--- config.mk ---
export PLATFORM = sky130hd
export DESIGN_NAME = flow_line_blockage_monitor_core
export DESIGN_NICKNAME = d
export VERILOG_FILES = /design/src/rtl/core/fblm_pkg.sv /design/src/rtl/core/fblm_lane.sv /design/src/rtl/core/fblm_judge.sv /design/src/rtl/core/flow_line_blockage_monitor_core.sv
export SDC_FILE = /design/constraint.sdc
export NUM_CORES = 2
export LEC_CHECK = 0
export ABC_AREA = 1
export BUFFER_PORTS_ARGS = -buffer_cell sky130_fd_sc_hd__buf_2
export CORE_ASPECT_RATIO = 0.6
export CORE_MARGIN = 4
export CORE_UTILIZATION = 59
export CTS_BUF_LIST = sky130_fd_sc_hd__clkbuf_8
export CTS_CLUSTER_DIAMETER = 100
export DETAILED_ROUTE_END_ITERATION = 10
export GPL_ROUTABILITY_DRIVEN = 0
export PLACE_DENSITY = 0.8
export SLEW_MARGIN = 20
export SYNTH_ARGS = -nofsm -noshare
export SYNTH_HDL_FRONTEND = slang
export SYNTH_SLANG_ARGS = --single-unit
--- constraint.sdc ---
create_clock -name clk -period 7.1 [get_ports clk]
set_input_delay 0.71 -clock clk [delete_from_list [all_inputs] [get_ports clk]]
set_output_delay 0.71 -clock clk [all_outputs]
set_load 0.03 [all_outputs]
--- src/rtl/core/fblm_pkg.sv ---
`timescale 1ns / 1ps
// ----------------------------------------------------------------------------
// fblm_pkg
// Shared types and constants of the flow line blockage monitor.
// ----------------------------------------------------------------------------
package fblm_pkg;

  localparam int LINES    = 4;
  localparam int MASK_W   = LINES + 1;
  localparam int TOTAL_W  = 32;
  localparam int BUCKET_W = 16;
  localparam int RATE_W   = 12;
  localparam int TIMER_W  = 16;
  localparam int THR_W    = 9;
  localparam int SUS_W    = 12;
  localparam int ADDR_W   = 4;
  localparam int DATA_W   = 32;
  localparam int REG_W    = 2;

  typedef logic [RATE_W-1:0]  rate_t;
  typedef logic [MASK_W-1:0]  mask_t;
  typedef logic [TIMER_W-1:0] timer_t;

  localparam rate_t  RATE_MAX      = '1;
  localparam timer_t TICK_SECONDS  = 16'd10;
  localparam timer_t CLEAR_SECONDS = 16'd60;

  localparam logic [REG_W-1:0] REG_ENABLE    = 2'd0;
  localparam logic [REG_W-1:0] REG_THRESHOLD = 2'd1;
  localparam logic [REG_W-1:0] REG_SUSTAIN   = 2'd2;
  localparam logic [REG_W-1:0] REG_BEEP      = 2'd3;

  typedef struct packed {
    logic             enable;
    logic [THR_W-1:0] threshold;
    logic [SUS_W-1:0] sustain;
    logic             beep;
  } cfg_t;

  localparam cfg_t CFG_RESET = '{enable: 1'b1, threshold: 9'd12, sustain: 12'd120, beep: 1'b1};

  typedef struct packed {
    logic full;
    logic silence;
  } tick_t;

  typedef struct packed {
    mask_t alarm;
    mask_t raised;
    mask_t cleared;
    logic  chirp;
    logic  warming;
  } result_t;

  function automatic timer_t timer_add(timer_t t);
    logic [TIMER_W:0] n;
    n = {1'b0, t} + {1'b0, TICK_SECONDS};
    return n[TIMER_W] ? '1 : n[TIMER_W-1:0];
  endfunction

endpackage

--- src/rtl/core/fblm_lane.sv ---
`timescale 1ns / 1ps
// ----------------------------------------------------------------------------
// fblm_lane
// One meter line: pulse delta, bucket window with running sum, and a
// two-stage reciprocal divide that turns the window sum into a rate.
// ----------------------------------------------------------------------------
module fblm_lane #(
  parameter int WINDOW_BUCKETS   = 6,
  parameter int PULSES_PER_LITRE = 1200,
  localparam int SLOT_W          = $clog2(WINDOW_BUCKETS)
) (
  input  logic                         clk,
  input  logic                         rst_n,
  input  logic                         accept,
  input  logic                         primed,
  input  logic [SLOT_W-1:0]            slot,
  input  logic                         ld2,
  input  logic                         ld3,
  input  logic                         full2,
  input  logic [fblm_pkg::TOTAL_W-1:0] pulse_total,
  output fblm_pkg::rate_t              rate
);
  import fblm_pkg::*;

  localparam int SUM_W = BUCKET_W + SLOT_W;
  localparam int X_W   = SUM_W + 4;
  localparam int DIV_W = $clog2(PULSES_PER_LITRE + 1);
  localparam int BK_W  = SUM_W + DIV_W;
  localparam logic [SUM_W-1:0] RECIP   = SUM_W'((longint'(10) << SUM_W) / PULSES_PER_LITRE);
  localparam logic [DIV_W-1:0] DIVISOR = DIV_W'(PULSES_PER_LITRE);

  logic [TOTAL_W-1:0]  prev_r;
  logic [BUCKET_W-1:0] bucket_r [WINDOW_BUCKETS];
  logic [SUM_W-1:0]    sum_r, sum_nxt;
  logic [X_W-1:0]      x10_r, x10_nxt;
  logic [SUM_W-1:0]    quot_r, quot_nxt;
  rate_t               rate_r, rate_nxt;

  logic [TOTAL_W-1:0]  delta;
  logic [BUCKET_W-1:0] bucket_in;
  logic [2*SUM_W-1:0]  prod;
  logic [BK_W-1:0]     back;
  logic [X_W-1:0]      rem;
  logic [SUM_W-1:0]    quot_fix;

  always_comb begin
    delta     = pulse_total - prev_r;
    bucket_in = !primed ? '0 : ((|delta[TOTAL_W-1:BUCKET_W]) ? '1 : delta[BUCKET_W-1:0]);
    sum_nxt   = sum_r - SUM_W'(bucket_r[slot]) + SUM_W'(bucket_in);
    prod      = (2*SUM_W)'(sum_r) * (2*SUM_W)'(RECIP);
    quot_nxt  = prod[2*SUM_W-1:SUM_W];
    x10_nxt   = (X_W'(sum_r) << 3) + (X_W'(sum_r) << 1);
    back      = BK_W'(quot_r) * BK_W'(DIVISOR);
    rem       = x10_r - back[X_W-1:0];
    quot_fix  = quot_r + SUM_W'(rem >= X_W'(DIVISOR));
    rate_nxt  = (quot_fix > SUM_W'(RATE_MAX)) ? RATE_MAX : quot_fix[RATE_W-1:0];
  end

  always_ff @(posedge clk) begin
    if (!rst_n) begin
      prev_r   <= '0;
      bucket_r <= '{default: '0};
      sum_r    <= '0;
      rate_r   <= '0;
    end else begin
      if (accept) begin
        prev_r         <= pulse_total;
        bucket_r[slot] <= bucket_in;
        sum_r          <= sum_nxt;
      end
      if (ld3 && full2) begin
        rate_r <= rate_nxt;
      end
    end
  end

  always_ff @(posedge clk) begin
    if (ld2) begin
      x10_r  <= x10_nxt;
      quot_r <= quot_nxt;
    end
  end

  assign rate = rate_r;

endmodule

--- src/rtl/core/fblm_judge.sv ---
`timescale 1ns / 1ps
// ----------------------------------------------------------------------------
// fblm_judge
// Merges the lane rates: line and supply timers, alarm state, acknowledge
// and chirp, and holds the output register of the result beat.
// ----------------------------------------------------------------------------
module fblm_judge (
  input  logic                clk,
  input  logic                rst_n,
  input  logic                ld,
  input  logic                clear,
  input  fblm_pkg::cfg_t      cfg,
  input  fblm_pkg::tick_t     tick,
  input  fblm_pkg::rate_t     rates [fblm_pkg::LINES],
  output fblm_pkg::result_t   result,
  output fblm_pkg::rate_t     rates_out [fblm_pkg::LINES]
);
  import fblm_pkg::*;

  timer_t           low_t_r [LINES];
  timer_t           ok_t_r  [LINES];
  logic [LINES-1:0] line_r;
  logic             sup_r;
  timer_t           all_low_r, all_ok_r;
  logic             sil_r;

  result_t          res_r;
  rate_t            rate_out_r [LINES];

  timer_t           low_t_nxt [LINES];
  timer_t           ok_t_nxt  [LINES];
  logic [LINES-1:0] line_nxt, low, ok, ln_raise, ln_clear;
  logic             sup_nxt, sup_raise, sup_clear;
  timer_t           all_low_nxt, all_ok_nxt, sus, lt_base;
  logic             judge, sil_tmp, sil_nxt, any, chirp;
  mask_t            raised, cleared;

  always_comb begin
    sus       = TIMER_W'(cfg.sustain);
    judge     = tick.full && cfg.enable;
    sil_tmp   = sil_r | tick.silence;
    lt_base   = '0;
    for (int g = 0; g < LINES; g++) begin
      low[g] = rates[g] < RATE_W'(cfg.threshold);
      ok[g]  = rates[g] > RATE_W'(cfg.threshold);
    end
    all_low_nxt = (&low) ? timer_add(all_low_r) : '0;
    all_ok_nxt  = (&low) ? '0 : timer_add(all_ok_r);
    sup_raise   = !sup_r && (all_low_nxt >= sus);
    sup_clear   = sup_r && (all_ok_nxt >= CLEAR_SECONDS);
    sup_nxt     = (sup_r | sup_raise) & !sup_clear;
    for (int g = 0; g < LINES; g++) begin
      lt_base      = sup_raise ? '0 : low_t_r[g];
      low_t_nxt[g] = low[g] ? timer_add(lt_base) : '0;
      ok_t_nxt[g]  = ok[g] ? timer_add(ok_t_r[g]) : '0;
      ln_raise[g]  = !line_r[g] && !sup_nxt && (low_t_nxt[g] >= sus);
      ln_clear[g]  = line_r[g] && (ok_t_nxt[g] >= CLEAR_SECONDS);
      line_nxt[g]  = (line_r[g] | ln_raise[g]) & !ln_clear[g];
    end
    raised  = {sup_raise, ln_raise};
    cleared = {sup_clear, ln_clear};
    any     = (|line_nxt) | sup_nxt;
    sil_nxt = sil_tmp && !(|raised) && any;
    chirp   = any && cfg.beep && !sil_nxt;
  end

  always_ff @(posedge clk) begin
    if (!rst_n) begin
      low_t_r   <= '{default: '0};
      ok_t_r    <= '{default: '0};
      line_r    <= '0;
      sup_r     <= 1'b0;
      all_low_r <= '0;
      all_ok_r  <= '0;
      sil_r     <= 1'b0;
    end else if (clear) begin
      low_t_r   <= '{default: '0};
      ok_t_r    <= '{default: '0};
      line_r    <= '0;
      sup_r     <= 1'b0;
      all_low_r <= '0;
      all_ok_r  <= '0;
    end else if (ld) begin
      if (judge) begin
        low_t_r   <= low_t_nxt;
        ok_t_r    <= ok_t_nxt;
        line_r    <= line_nxt;
        sup_r     <= sup_nxt;
        all_low_r <= all_low_nxt;
        all_ok_r  <= all_ok_nxt;
        sil_r     <= sil_nxt;
      end else begin
        sil_r <= sil_tmp;
      end
    end
  end

  always_ff @(posedge clk) begin
    if (ld) begin
      res_r.alarm   <= judge ? {sup_nxt, line_nxt} : {sup_r, line_r};
      res_r.raised  <= judge ? raised : '0;
      res_r.cleared <= judge ? cleared : '0;
      res_r.chirp   <= judge && chirp;
      res_r.warming <= !tick.full;
      rate_out_r    <= rates;
    end
  end

  assign result    = res_r;
  assign rates_out = rate_out_r;

endmodule

--- src/rtl/core/flow_line_blockage_monitor_core.sv ---
`timescale 1ns / 1ps
// ----------------------------------------------------------------------------
// flow_line_blockage_monitor_core
// Low-flow monitor for four metered lines with per-line and supply alarms.
//
// One input beat is one 10 s tick: four cumulative pulse totals plus an
// acknowledge flag. Each tick yields exactly one result beat with the alarm
// masks, four rates in tenths of L/min, a chirp request and a warm-up flag.
// Both channels are valid/ready; the APB port sets enable, threshold,
// sustain time and beep enable (byte addresses 0, 4, 8, 12).
// Four lanes run side by side (delta, window, divide) and a merging stage
// judges the alarms. Each tick passes the four-register pipeline (window,
// multiply, divide correction, judgement); throughput is one tick per cycle
// while the receiver keeps out_ready high. Reset clears the window, rates,
// timers and alarms and loads the register defaults; no clearing pass is
// needed. When the receiver stalls the pipeline fills up to four ticks, then
// in_ready drops; nothing is lost.
// ----------------------------------------------------------------------------
module flow_line_blockage_monitor_core #(
  parameter int WINDOW_BUCKETS   = 6,
  parameter int PULSES_PER_LITRE = 1200
) (
  input  logic                         clk,
  input  logic                         rst_n,
  input  logic                         in_valid,
  output logic                         in_ready,
  input  logic [fblm_pkg::TOTAL_W-1:0] in_pulse_total_a,
  input  logic [fblm_pkg::TOTAL_W-1:0] in_pulse_total_b,
  input  logic [fblm_pkg::TOTAL_W-1:0] in_pulse_total_c,
  input  logic [fblm_pkg::TOTAL_W-1:0] in_pulse_total_d,
  input  logic                         in_silence_request,
  output logic                         out_valid,
  input  logic                         out_ready,
  output fblm_pkg::mask_t              out_alarm_mask,
  output fblm_pkg::mask_t              out_raised_mask,
  output fblm_pkg::mask_t              out_cleared_mask,
  output fblm_pkg::rate_t              out_rate_a,
  output fblm_pkg::rate_t              out_rate_b,
  output fblm_pkg::rate_t              out_rate_c,
  output fblm_pkg::rate_t              out_rate_d,
  output logic                         out_chirp,
  output logic                         out_warming_up,
  input  logic                         psel,
  input  logic                         penable,
  input  logic                         pwrite,
  input  logic [fblm_pkg::ADDR_W-1:0]  paddr,
  input  logic [fblm_pkg::DATA_W-1:0]  pwdata,
  output logic [fblm_pkg::DATA_W-1:0]  prdata,
  output logic                         pready
);
  import fblm_pkg::*;

  localparam int SLOT_W = $clog2(WINDOW_BUCKETS);
  localparam logic [SLOT_W-1:0] SLOT_LAST = SLOT_W'(WINDOW_BUCKETS - 1);

  cfg_t              cfg_r;
  logic [SLOT_W-1:0] slot_r, slot_nxt;
  logic              primed_r, full_r;
  logic              v1_r, v2_r, v3_r, out_valid_r;
  logic              sil1_r;
  tick_t             tick2_r, tick3_r;

  logic              rdy_o, rdy3, rdy2, accept, ld2, ld3, ldo;
  logic              wr, clear;
  logic [REG_W-1:0]  reg_idx;

  logic [TOTAL_W-1:0] pulse [LINES];
  rate_t              lane_rate [LINES];
  rate_t              rate_out  [LINES];
  result_t            result;

  // pipeline flow
  assign rdy_o    = !out_valid_r || out_ready;
  assign rdy3     = !v3_r || rdy_o;
  assign rdy2     = !v2_r || rdy3;
  assign in_ready = !v1_r || rdy2;
  assign accept   = in_valid && in_ready;
  assign ld2      = v1_r && rdy2;
  assign ld3      = v2_r && rdy3;
  assign ldo      = v3_r && rdy_o;

  assign slot_nxt = (slot_r == SLOT_LAST) ? '0 : slot_r + 1'b1;

  always_ff @(posedge clk) begin
    if (!rst_n) begin
      slot_r      <= '0;
      primed_r    <= 1'b0;
      full_r      <= 1'b0;
      v1_r        <= 1'b0;
      v2_r        <= 1'b0;
      v3_r        <= 1'b0;
      out_valid_r <= 1'b0;
    end else begin
      if (accept) begin
        slot_r   <= slot_nxt;
        primed_r <= 1'b1;
        full_r   <= full_r | (slot_r == SLOT_LAST);
      end
      if (in_ready) v1_r <= in_valid;
      if (rdy2)     v2_r <= v1_r;
      if (rdy3)     v3_r <= v2_r;
      if (rdy_o)    out_valid_r <= v3_r;
    end
  end

  always_ff @(posedge clk) begin
    if (accept) sil1_r <= in_silence_request;
    if (ld2) begin
      tick2_r.full    <= full_r;
      tick2_r.silence <= sil1_r;
    end
    if (ld3) tick3_r <= tick2_r;
  end

  // configuration
  assign pready  = 1'b1;
  assign wr      = psel && penable && pwrite;
  assign reg_idx = paddr[ADDR_W-1:2];
  assign clear   = wr && (reg_idx == REG_ENABLE) && !pwdata[0];

  always_ff @(posedge clk) begin
    if (!rst_n) begin
      cfg_r <= CFG_RESET;
    end else if (wr) begin
      case (reg_idx)
        REG_ENABLE:    cfg_r.enable    <= pwdata[0];
        REG_THRESHOLD: cfg_r.threshold <= pwdata[THR_W-1:0];
        REG_SUSTAIN:   cfg_r.sustain   <= pwdata[SUS_W-1:0];
        REG_BEEP:      cfg_r.beep      <= pwdata[0];
        default: ;
      endcase
    end
  end

  always_comb begin
    case (reg_idx)
      REG_ENABLE:    prdata = DATA_W'(cfg_r.enable);
      REG_THRESHOLD: prdata = DATA_W'(cfg_r.threshold);
      REG_SUSTAIN:   prdata = DATA_W'(cfg_r.sustain);
      REG_BEEP:      prdata = DATA_W'(cfg_r.beep);
      default:       prdata = '0;
    endcase
  end

  // lanes
  assign pulse[0] = in_pulse_total_a;
  assign pulse[1] = in_pulse_total_b;
  assign pulse[2] = in_pulse_total_c;
  assign pulse[3] = in_pulse_total_d;

  for (genvar g = 0; g < LINES; g++) begin : g_lane
    fblm_lane #(
      .WINDOW_BUCKETS   (WINDOW_BUCKETS),
      .PULSES_PER_LITRE (PULSES_PER_LITRE)
    ) u_lane (
      .clk         (clk),
      .rst_n       (rst_n),
      .accept      (accept),
      .primed      (primed_r),
      .slot        (slot_r),
      .ld2         (ld2),
      .ld3         (ld3),
      .full2       (tick2_r.full),
      .pulse_total (pulse[g]),
      .rate        (lane_rate[g])
    );
  end

  fblm_judge u_judge (
    .clk       (clk),
    .rst_n     (rst_n),
    .ld        (ldo),
    .clear     (clear),
    .cfg       (cfg_r),
    .tick      (tick3_r),
    .rates     (lane_rate),
    .result    (result),
    .rates_out (rate_out)
  );

  assign out_valid        = out_valid_r;
  assign out_alarm_mask   = result.alarm;
  assign out_raised_mask  = result.raised;
  assign out_cleared_mask = result.cleared;
  assign out_chirp        = result.chirp;
  assign out_warming_up   = result.warming;
  assign out_rate_a       = rate_out[0];
  assign out_rate_b       = rate_out[1];
  assign out_rate_c       = rate_out[2];
  assign out_rate_d       = rate_out[3];

endmodule

==> flow_summary.html <==
<table>
<tr><th>Metric</th><th>Value</th></tr>
<tr><th colspan="2">Yosys</th></tr>
<tr><td>Count of flip-flops with a built-in enable after synthesis</td><td>198</td></tr>
<tr><td>Average footprint of a synthesized cell</td><td>7.956 um^2</td></tr>
<tr><td>Portion of netlist area occupied by mux cells</td><td>0.01337%</td></tr>
<tr><td>Simple-Gate Fraction of Synth Area</td><td>11.92%</td></tr>
<tr><td>Fraction of post-synthesis cell area in the top cell type by area</td><td>22.17%</td></tr>
<tr><td>Sequential element share of the synthesized area</td><td>30.11%</td></tr>
<tr><td>Adder-Cell Fraction of Synth Area</td><td>22.08%</td></tr>
<tr><td>Fraction of synthesized cell area in xor and xnor cells</td><td>6.178%</td></tr>
<tr><td>Complex-gate fraction of the synthesized area</td><td>20.58%</td></tr>
<tr><td>Count of synthesis-stage warnings from yosys</td><td>0</td></tr>
<tr><td>Syn Std Cell Area</td><td>74,860 um^2</td></tr>
<tr><td>Post-synthesis instance total</td><td>9,409</td></tr>
<tr><td>Count of unique library cells instantiated by Yosys</td><td>74</td></tr>
<tr><td>Top post-synthesis cells by area</td><td>sky130_fd_sc_hd__dfxtp_1 (22%), sky130_fd_sc_hd__ha_1 (16%), sky130_fd_sc_hd__a21oi_1 (8.6%), sky130_fd_sc_hd__edfxtp_1 (7.9%), sky130_fd_sc_hd__o21ai_0 (7.4%)</td></tr>
<tr><td>Most common cell in the netlist</td><td>sky130_fd_sc_hd__inv_1</td></tr>
<tr><td>Count of state elements after synthesis</td><td>1,027</td></tr>
<tr><td>Largest family of logic cells by synthesized area</td><td>adder cells</td></tr>
<tr><td>Fraction of registers with async set/reset</td><td>0%</td></tr>
<tr><td>Synth top cells by count</td><td>sky130_fd_sc_hd__inv_1 (1,374), sky130_fd_sc_hd__a21oi_1 (1,289), sky130_fd_sc_hd__o21ai_0 (1,111)</td></tr>
<tr><td>Flip-flop cell with the highest count after synthesis</td><td>sky130_fd_sc_hd__dfxtp_1</td></tr>
<tr><td>Cell accounting for the most synthesized area</td><td>sky130_fd_sc_hd__dfxtp_1</td></tr>
<tr><th colspan="2">Clock network</th></tr>
<tr><td>Clock transition at the registers of the reported paths</td><td>0.07 ns</td></tr>
<tr><td>Clock Tree Root</td><td>sky130_fd_sc_hd__clkbuf_8</td></tr>
<tr><td>TritonCTS Buffers</td><td>160</td></tr>
<tr><td>Sinks on Clock Net</td><td>1,027</td></tr>
<tr><td>Deepest level of the CTS H-tree</td><td>4</td></tr>
<tr><td>Deepest clock path buffer count</td><td>3</td></tr>
<tr><td>Clock tree from TritonCTS</td><td>yes</td></tr>
<tr><td>Skew-Pair Late Insertion Delay</td><td>0.93 ns</td></tr>
<tr><th colspan="2">Floorplanning</th></tr>
<tr><td>Core Box Area</td><td>125,000 um^2</td></tr>
<tr><td>Die boundary height</td><td>283.9 um</td></tr>
<tr><td>DIE WIDTH</td><td>467.9 um</td></tr>
<tr><td>Number of core rows</td><td>100</td></tr>
<tr><td>I/O pin cnt</td><td>272</td></tr>
<tr><td>Total Die Area</td><td>132,800 um^2</td></tr>
<tr><td>Initial cell density of the core</td><td>59.89%</td></tr>
<tr><th colspan="2">STA</th></tr>
<tr><td>Final worst setup slack</td><td>-0.02869 ns</td></tr>
<tr><td>Worst-case headroom to the max-slew limit</td><td>22.67%</td></tr>
<tr><td>Fin crit period</td><td>7.129 ns</td></tr>
<tr><td>Fin. max-slew vios</td><td>0</td></tr>
<tr><td>Actual slew at the worst max-slew pin</td><td>1.160 ns</td></tr>
<tr><td>Final hold viol count</td><td>0</td></tr>
<tr><td>Final cycle utilization of the critical path</td><td>100.4%</td></tr>
<tr><td>RSZ-0062 raised after global routing</td><td>yes</td></tr>
<tr><td>Final setup violating endpoints</td><td>1</td></tr>
<tr><td>Max Clock Freq</td><td>0.1403 GHz</td></tr>
<tr><td>Post-route clock skew</td><td>0.04715 ns</td></tr>
<tr><th colspan="2">Detailed routing</th></tr>
<tr><td>Drt first-iter violations</td><td>6,496</td></tr>
<tr><td>Routed length per instance</td><td>17.84 um</td></tr>
<tr><td>Via density per instance</td><td>5.879</td></tr>
<tr><td>Post-route DRC violation count</td><td>0</td></tr>
<tr><td>Residual antenna-violating net count after detailed routing</td><td>0</td></tr>
<tr><td>Number of vias after detailed routing</td><td>68,390</td></tr>
<tr><td>Routed Wire Length</td><td>207,500 um</td></tr>
<tr><td>Iteration count of the initial detailed-routing pass</td><td>8</td></tr>
<tr><th colspan="2">Final layout</th></tr>
<tr><td>Ratio of cells with drive above 1 in the final layout</td><td>12.99%</td></tr>
<tr><td>Number of nets in the finished design</td><td>11,180</td></tr>
<tr><td>Finished layout cell area</td><td>84,820 um^2</td></tr>
<tr><td>Non-Filler Instances</td><td>11,630</td></tr>
<tr><td>Final-layout fill cell count</td><td>9,439</td></tr>
<tr><td>Final Core Density</td><td>67.86%</td></tr>
<tr><td>Syn-to-layout area delta</td><td>13.30%</td></tr>
<tr><th colspan="2">Place</th></tr>
<tr><td>Number of input and output port buffers inserted</td><td>228</td></tr>
<tr><td>Sum of net half-perimeters after detailed placement</td><td>143,600 um</td></tr>
<tr><td>Dpl cell area</td><td>78,820 um^2</td></tr>
<tr><td>Number of placed cells counting well taps</td><td>11,230</td></tr>
<tr><th colspan="2">Critical path</th></tr>
<tr><td>Worst endpoint required time</td><td>7.93 ns</td></tr>
<tr><td>Number of buffer and inverter instances along the worst setup path</td><td>6</td></tr>
<tr><td>Kind of cell adding the most delay to the critical path</td><td>adder cells</td></tr>
<tr><td>Arrival time worst endpoint</td><td>7.96 ns</td></tr>
<tr><td>Type of the setup path with the least slack</td><td>reg -&gt; reg</td></tr>
<tr><td>Critical Path End Type</td><td>flop</td></tr>
<tr><td>Highest fanout seen on the critical path</td><td>5</td></tr>
<tr><td>Cell with the largest stage delay on the worst path</td><td>sky130_fd_sc_hd__edfxtp_1</td></tr>
<tr><td>Sort of element at the start of the critical path</td><td>flop</td></tr>
<tr><td>Largest stage delay, worst path</td><td>0.52 ns</td></tr>
<tr><th colspan="2">Hold path</th></tr>
<tr><td>Hold crit path type</td><td>in -&gt; reg</td></tr>
<tr><th colspan="2">Flow run</th></tr>
<tr><td>Max-capacitance violation count</td><td>0</td></tr>
<tr><th colspan="2">Run status</th></tr>
<tr><td>Failing checks</td><td>setup timing</td></tr>
<tr><td>Outcome</td><td>finished, violations left</td></tr>
<tr><th colspan="2">Global routing</th></tr>
<tr><td>GRT Total Usage</td><td>29.49%</td></tr>
<tr><td>Total congestion overflow</td><td>0</td></tr>
<tr><td>Number of antenna violations at the first check in global routing</td><td>3</td></tr>
<tr><td>Global-route wire length before repair</td><td>328,200 um</td></tr>
<tr><td>Number of global-route vias before repair</td><td>66,850</td></tr>
<tr><td>Pin count of the biggest net entering global routing</td><td>301</td></tr>
</table>
## layout by cell type (no fill, tap or decap), types with 24 or more instances in the layout
master                     count
sky130_fd_sc_hd__inv_1      1391
sky130_fd_sc_hd__fa_1        209
sky130_fd_sc_hd__xor2_1      355
sky130_fd_sc_hd__ha_4         49
sky130_fd_sc_hd__o21ai_1      28
sky130_fd_sc_hd__nor2_2       27
sky130_fd_sc_hd__nand4_1      76
sky130_fd_sc_hd__inv_2        25
sky130_fd_sc_hd__nor2_1      559
sky130_fd_sc_hd__nand2_2      65
sky130_fd_sc_hd__o21bai_1     50
sky130_fd_sc_hd__ha_1        928
sky130_fd_sc_hd__a21oi_1    1256
sky130_fd_sc_hd__buf_4       338
sky130_fd_sc_hd__dfxtp_1     819
sky130_fd_sc_hd__nand3_1     262
sky130_fd_sc_hd__a31oi_1      27
sky130_fd_sc_hd__o21ai_2      42
sky130_fd_sc_hd__a21oi_2      34
sky130_fd_sc_hd__o21ai_0    1072
sky130_fd_sc_hd__nand2_1     872
sky130_fd_sc_hd__a21o_1       36
sky130_fd_sc_hd__edfxtp_1    198
sky130_fd_sc_hd__o221ai_1     72
sky130_fd_sc_hd__a22oi_1      64
sky130_fd_sc_hd__clkinv_2     24
sky130_fd_sc_hd__clkbuf_8    200
sky130_fd_sc_hd__nor3_1       41
sky130_fd_sc_hd__buf_2       227
sky130_fd_sc_hd__a211oi_1     24
sky130_fd_sc_hd__xnor2_1     168
## cell families after synthesis
family | after synthesis
compound gates | 2835
xor+xnor | 528
fa+ha+maj | 1194
buf+inv | 1769
flops | 1027
mux | 1
other cells | 2
simple gates | 2053
## flip-flops by register name (all words and copies together) (netlist names), 3 cells and up
| register | count |
|---|---|
| g_lane.u_lane.bucket_r | 384 |
| g_lane.u_lane.sum_r | 76 |
| u_judge.low_t_r | 64 |
| slot_r | 3 |
| g_lane.u_lane.prev_r | 128 |
| g_lane.u_lane.rate | 48 |
| g_lane.u_lane.quot_r | 52 |
| u_judge.result | 17 |
| u_judge.all_ok_r | 15 |
| u_judge.all_low_r | 16 |
| u_judge.ok_t_r | 60 |
| u_judge.rates_out | 48 |
| u_judge.line_r | 4 |
| g_lane.u_lane.x10_r | 76 |
| cfg_r | 23 |
## cell type report
class / instances / area (um^2) / area share, %
multi-input combinational: 6635 / 47260 / 55.72
sequential: 1027 / 22560 / 26.60
inverter: 1384 / 5231 / 6.168
timing repair buffer: 602 / 4156 / 4.901
clock buffer: 200 / 2753 / 3.245
tap: 1683 / 2106 / 2.483
clock inverter: 99 / 742.0 / 0.8748
antenna: 3 / 7.507 / 0.008851
## metal layers
metal  track usage (%)  vias up  share of wire, %  wire (um)
li1                  -    32620                 -          -
met2             47.70     3022                46      94610
met3             5.146      620               8.7      18030
met5                 0        -            0.0034          7
met4             11.20        2               3.5       7308
met1             39.39    32120                42      87590
## tightest hold or removal path, stage by stage
cell	delay [ns]
sky130_fd_sc_hd__buf_2	0.11
sky130_fd_sc_hd__inv_1	0.07
sky130_fd_sc_hd__a21oi_1	0.06
## path summary, 6_finish.rpt
| kind | start | end | slack [ns] | cells past startpoint |
|---|---|---|---|---|
| max reg2reg | g_lane[2].u_lane.quot_r[6]$_DFFE_PP_ | g_lane[2].u_lane.rate[5]$_SDFFE_PN0P_ | -0.03 | 39 |
| min | in_pulse_total_b[0] | g_lane[1].u_lane.prev_r[0]$_SDFFE_PN0P_ | 0.08 | 3 |
| max | g_lane[2].u_lane.quot_r[6]$_DFFE_PP_ | g_lane[2].u_lane.rate[5]$_SDFFE_PN0P_ | -0.03 | 39 |
| min reg2reg | tick2_r[0]$_DFFE_PP_ | tick3_r[0]$_DFFE_PP_ | 0.41 | 0 |
## per-stage QoR
stage	hold slack [ns]	setup TNS [ns]	setup slack [ns]
floorplan	0.4003	0	0.2847
global placement	0.4037	-0.1086	-0.04933
detailed placement	0.4177	-10.04	-0.3640
CTS	0.008720	0	0.002023
global route	0.07897	-10.35	-0.4615
finish	0.07995	-0.02869	-0.02869
## timing repair
action                                  in CTS  in global routing
gates resized for setup                     49                340
endpoints found under the hold margin       10                  0
pin swaps                                   31                190
hold buffers                                10                  0
gates cloned                                 0                  5
endpoints found under the setup margin      48                 75
setup buffers                               24                 67
Power is not shown: default switching activity piles up to over one toggle a cycle in this logic, so the estimate is an artifact.
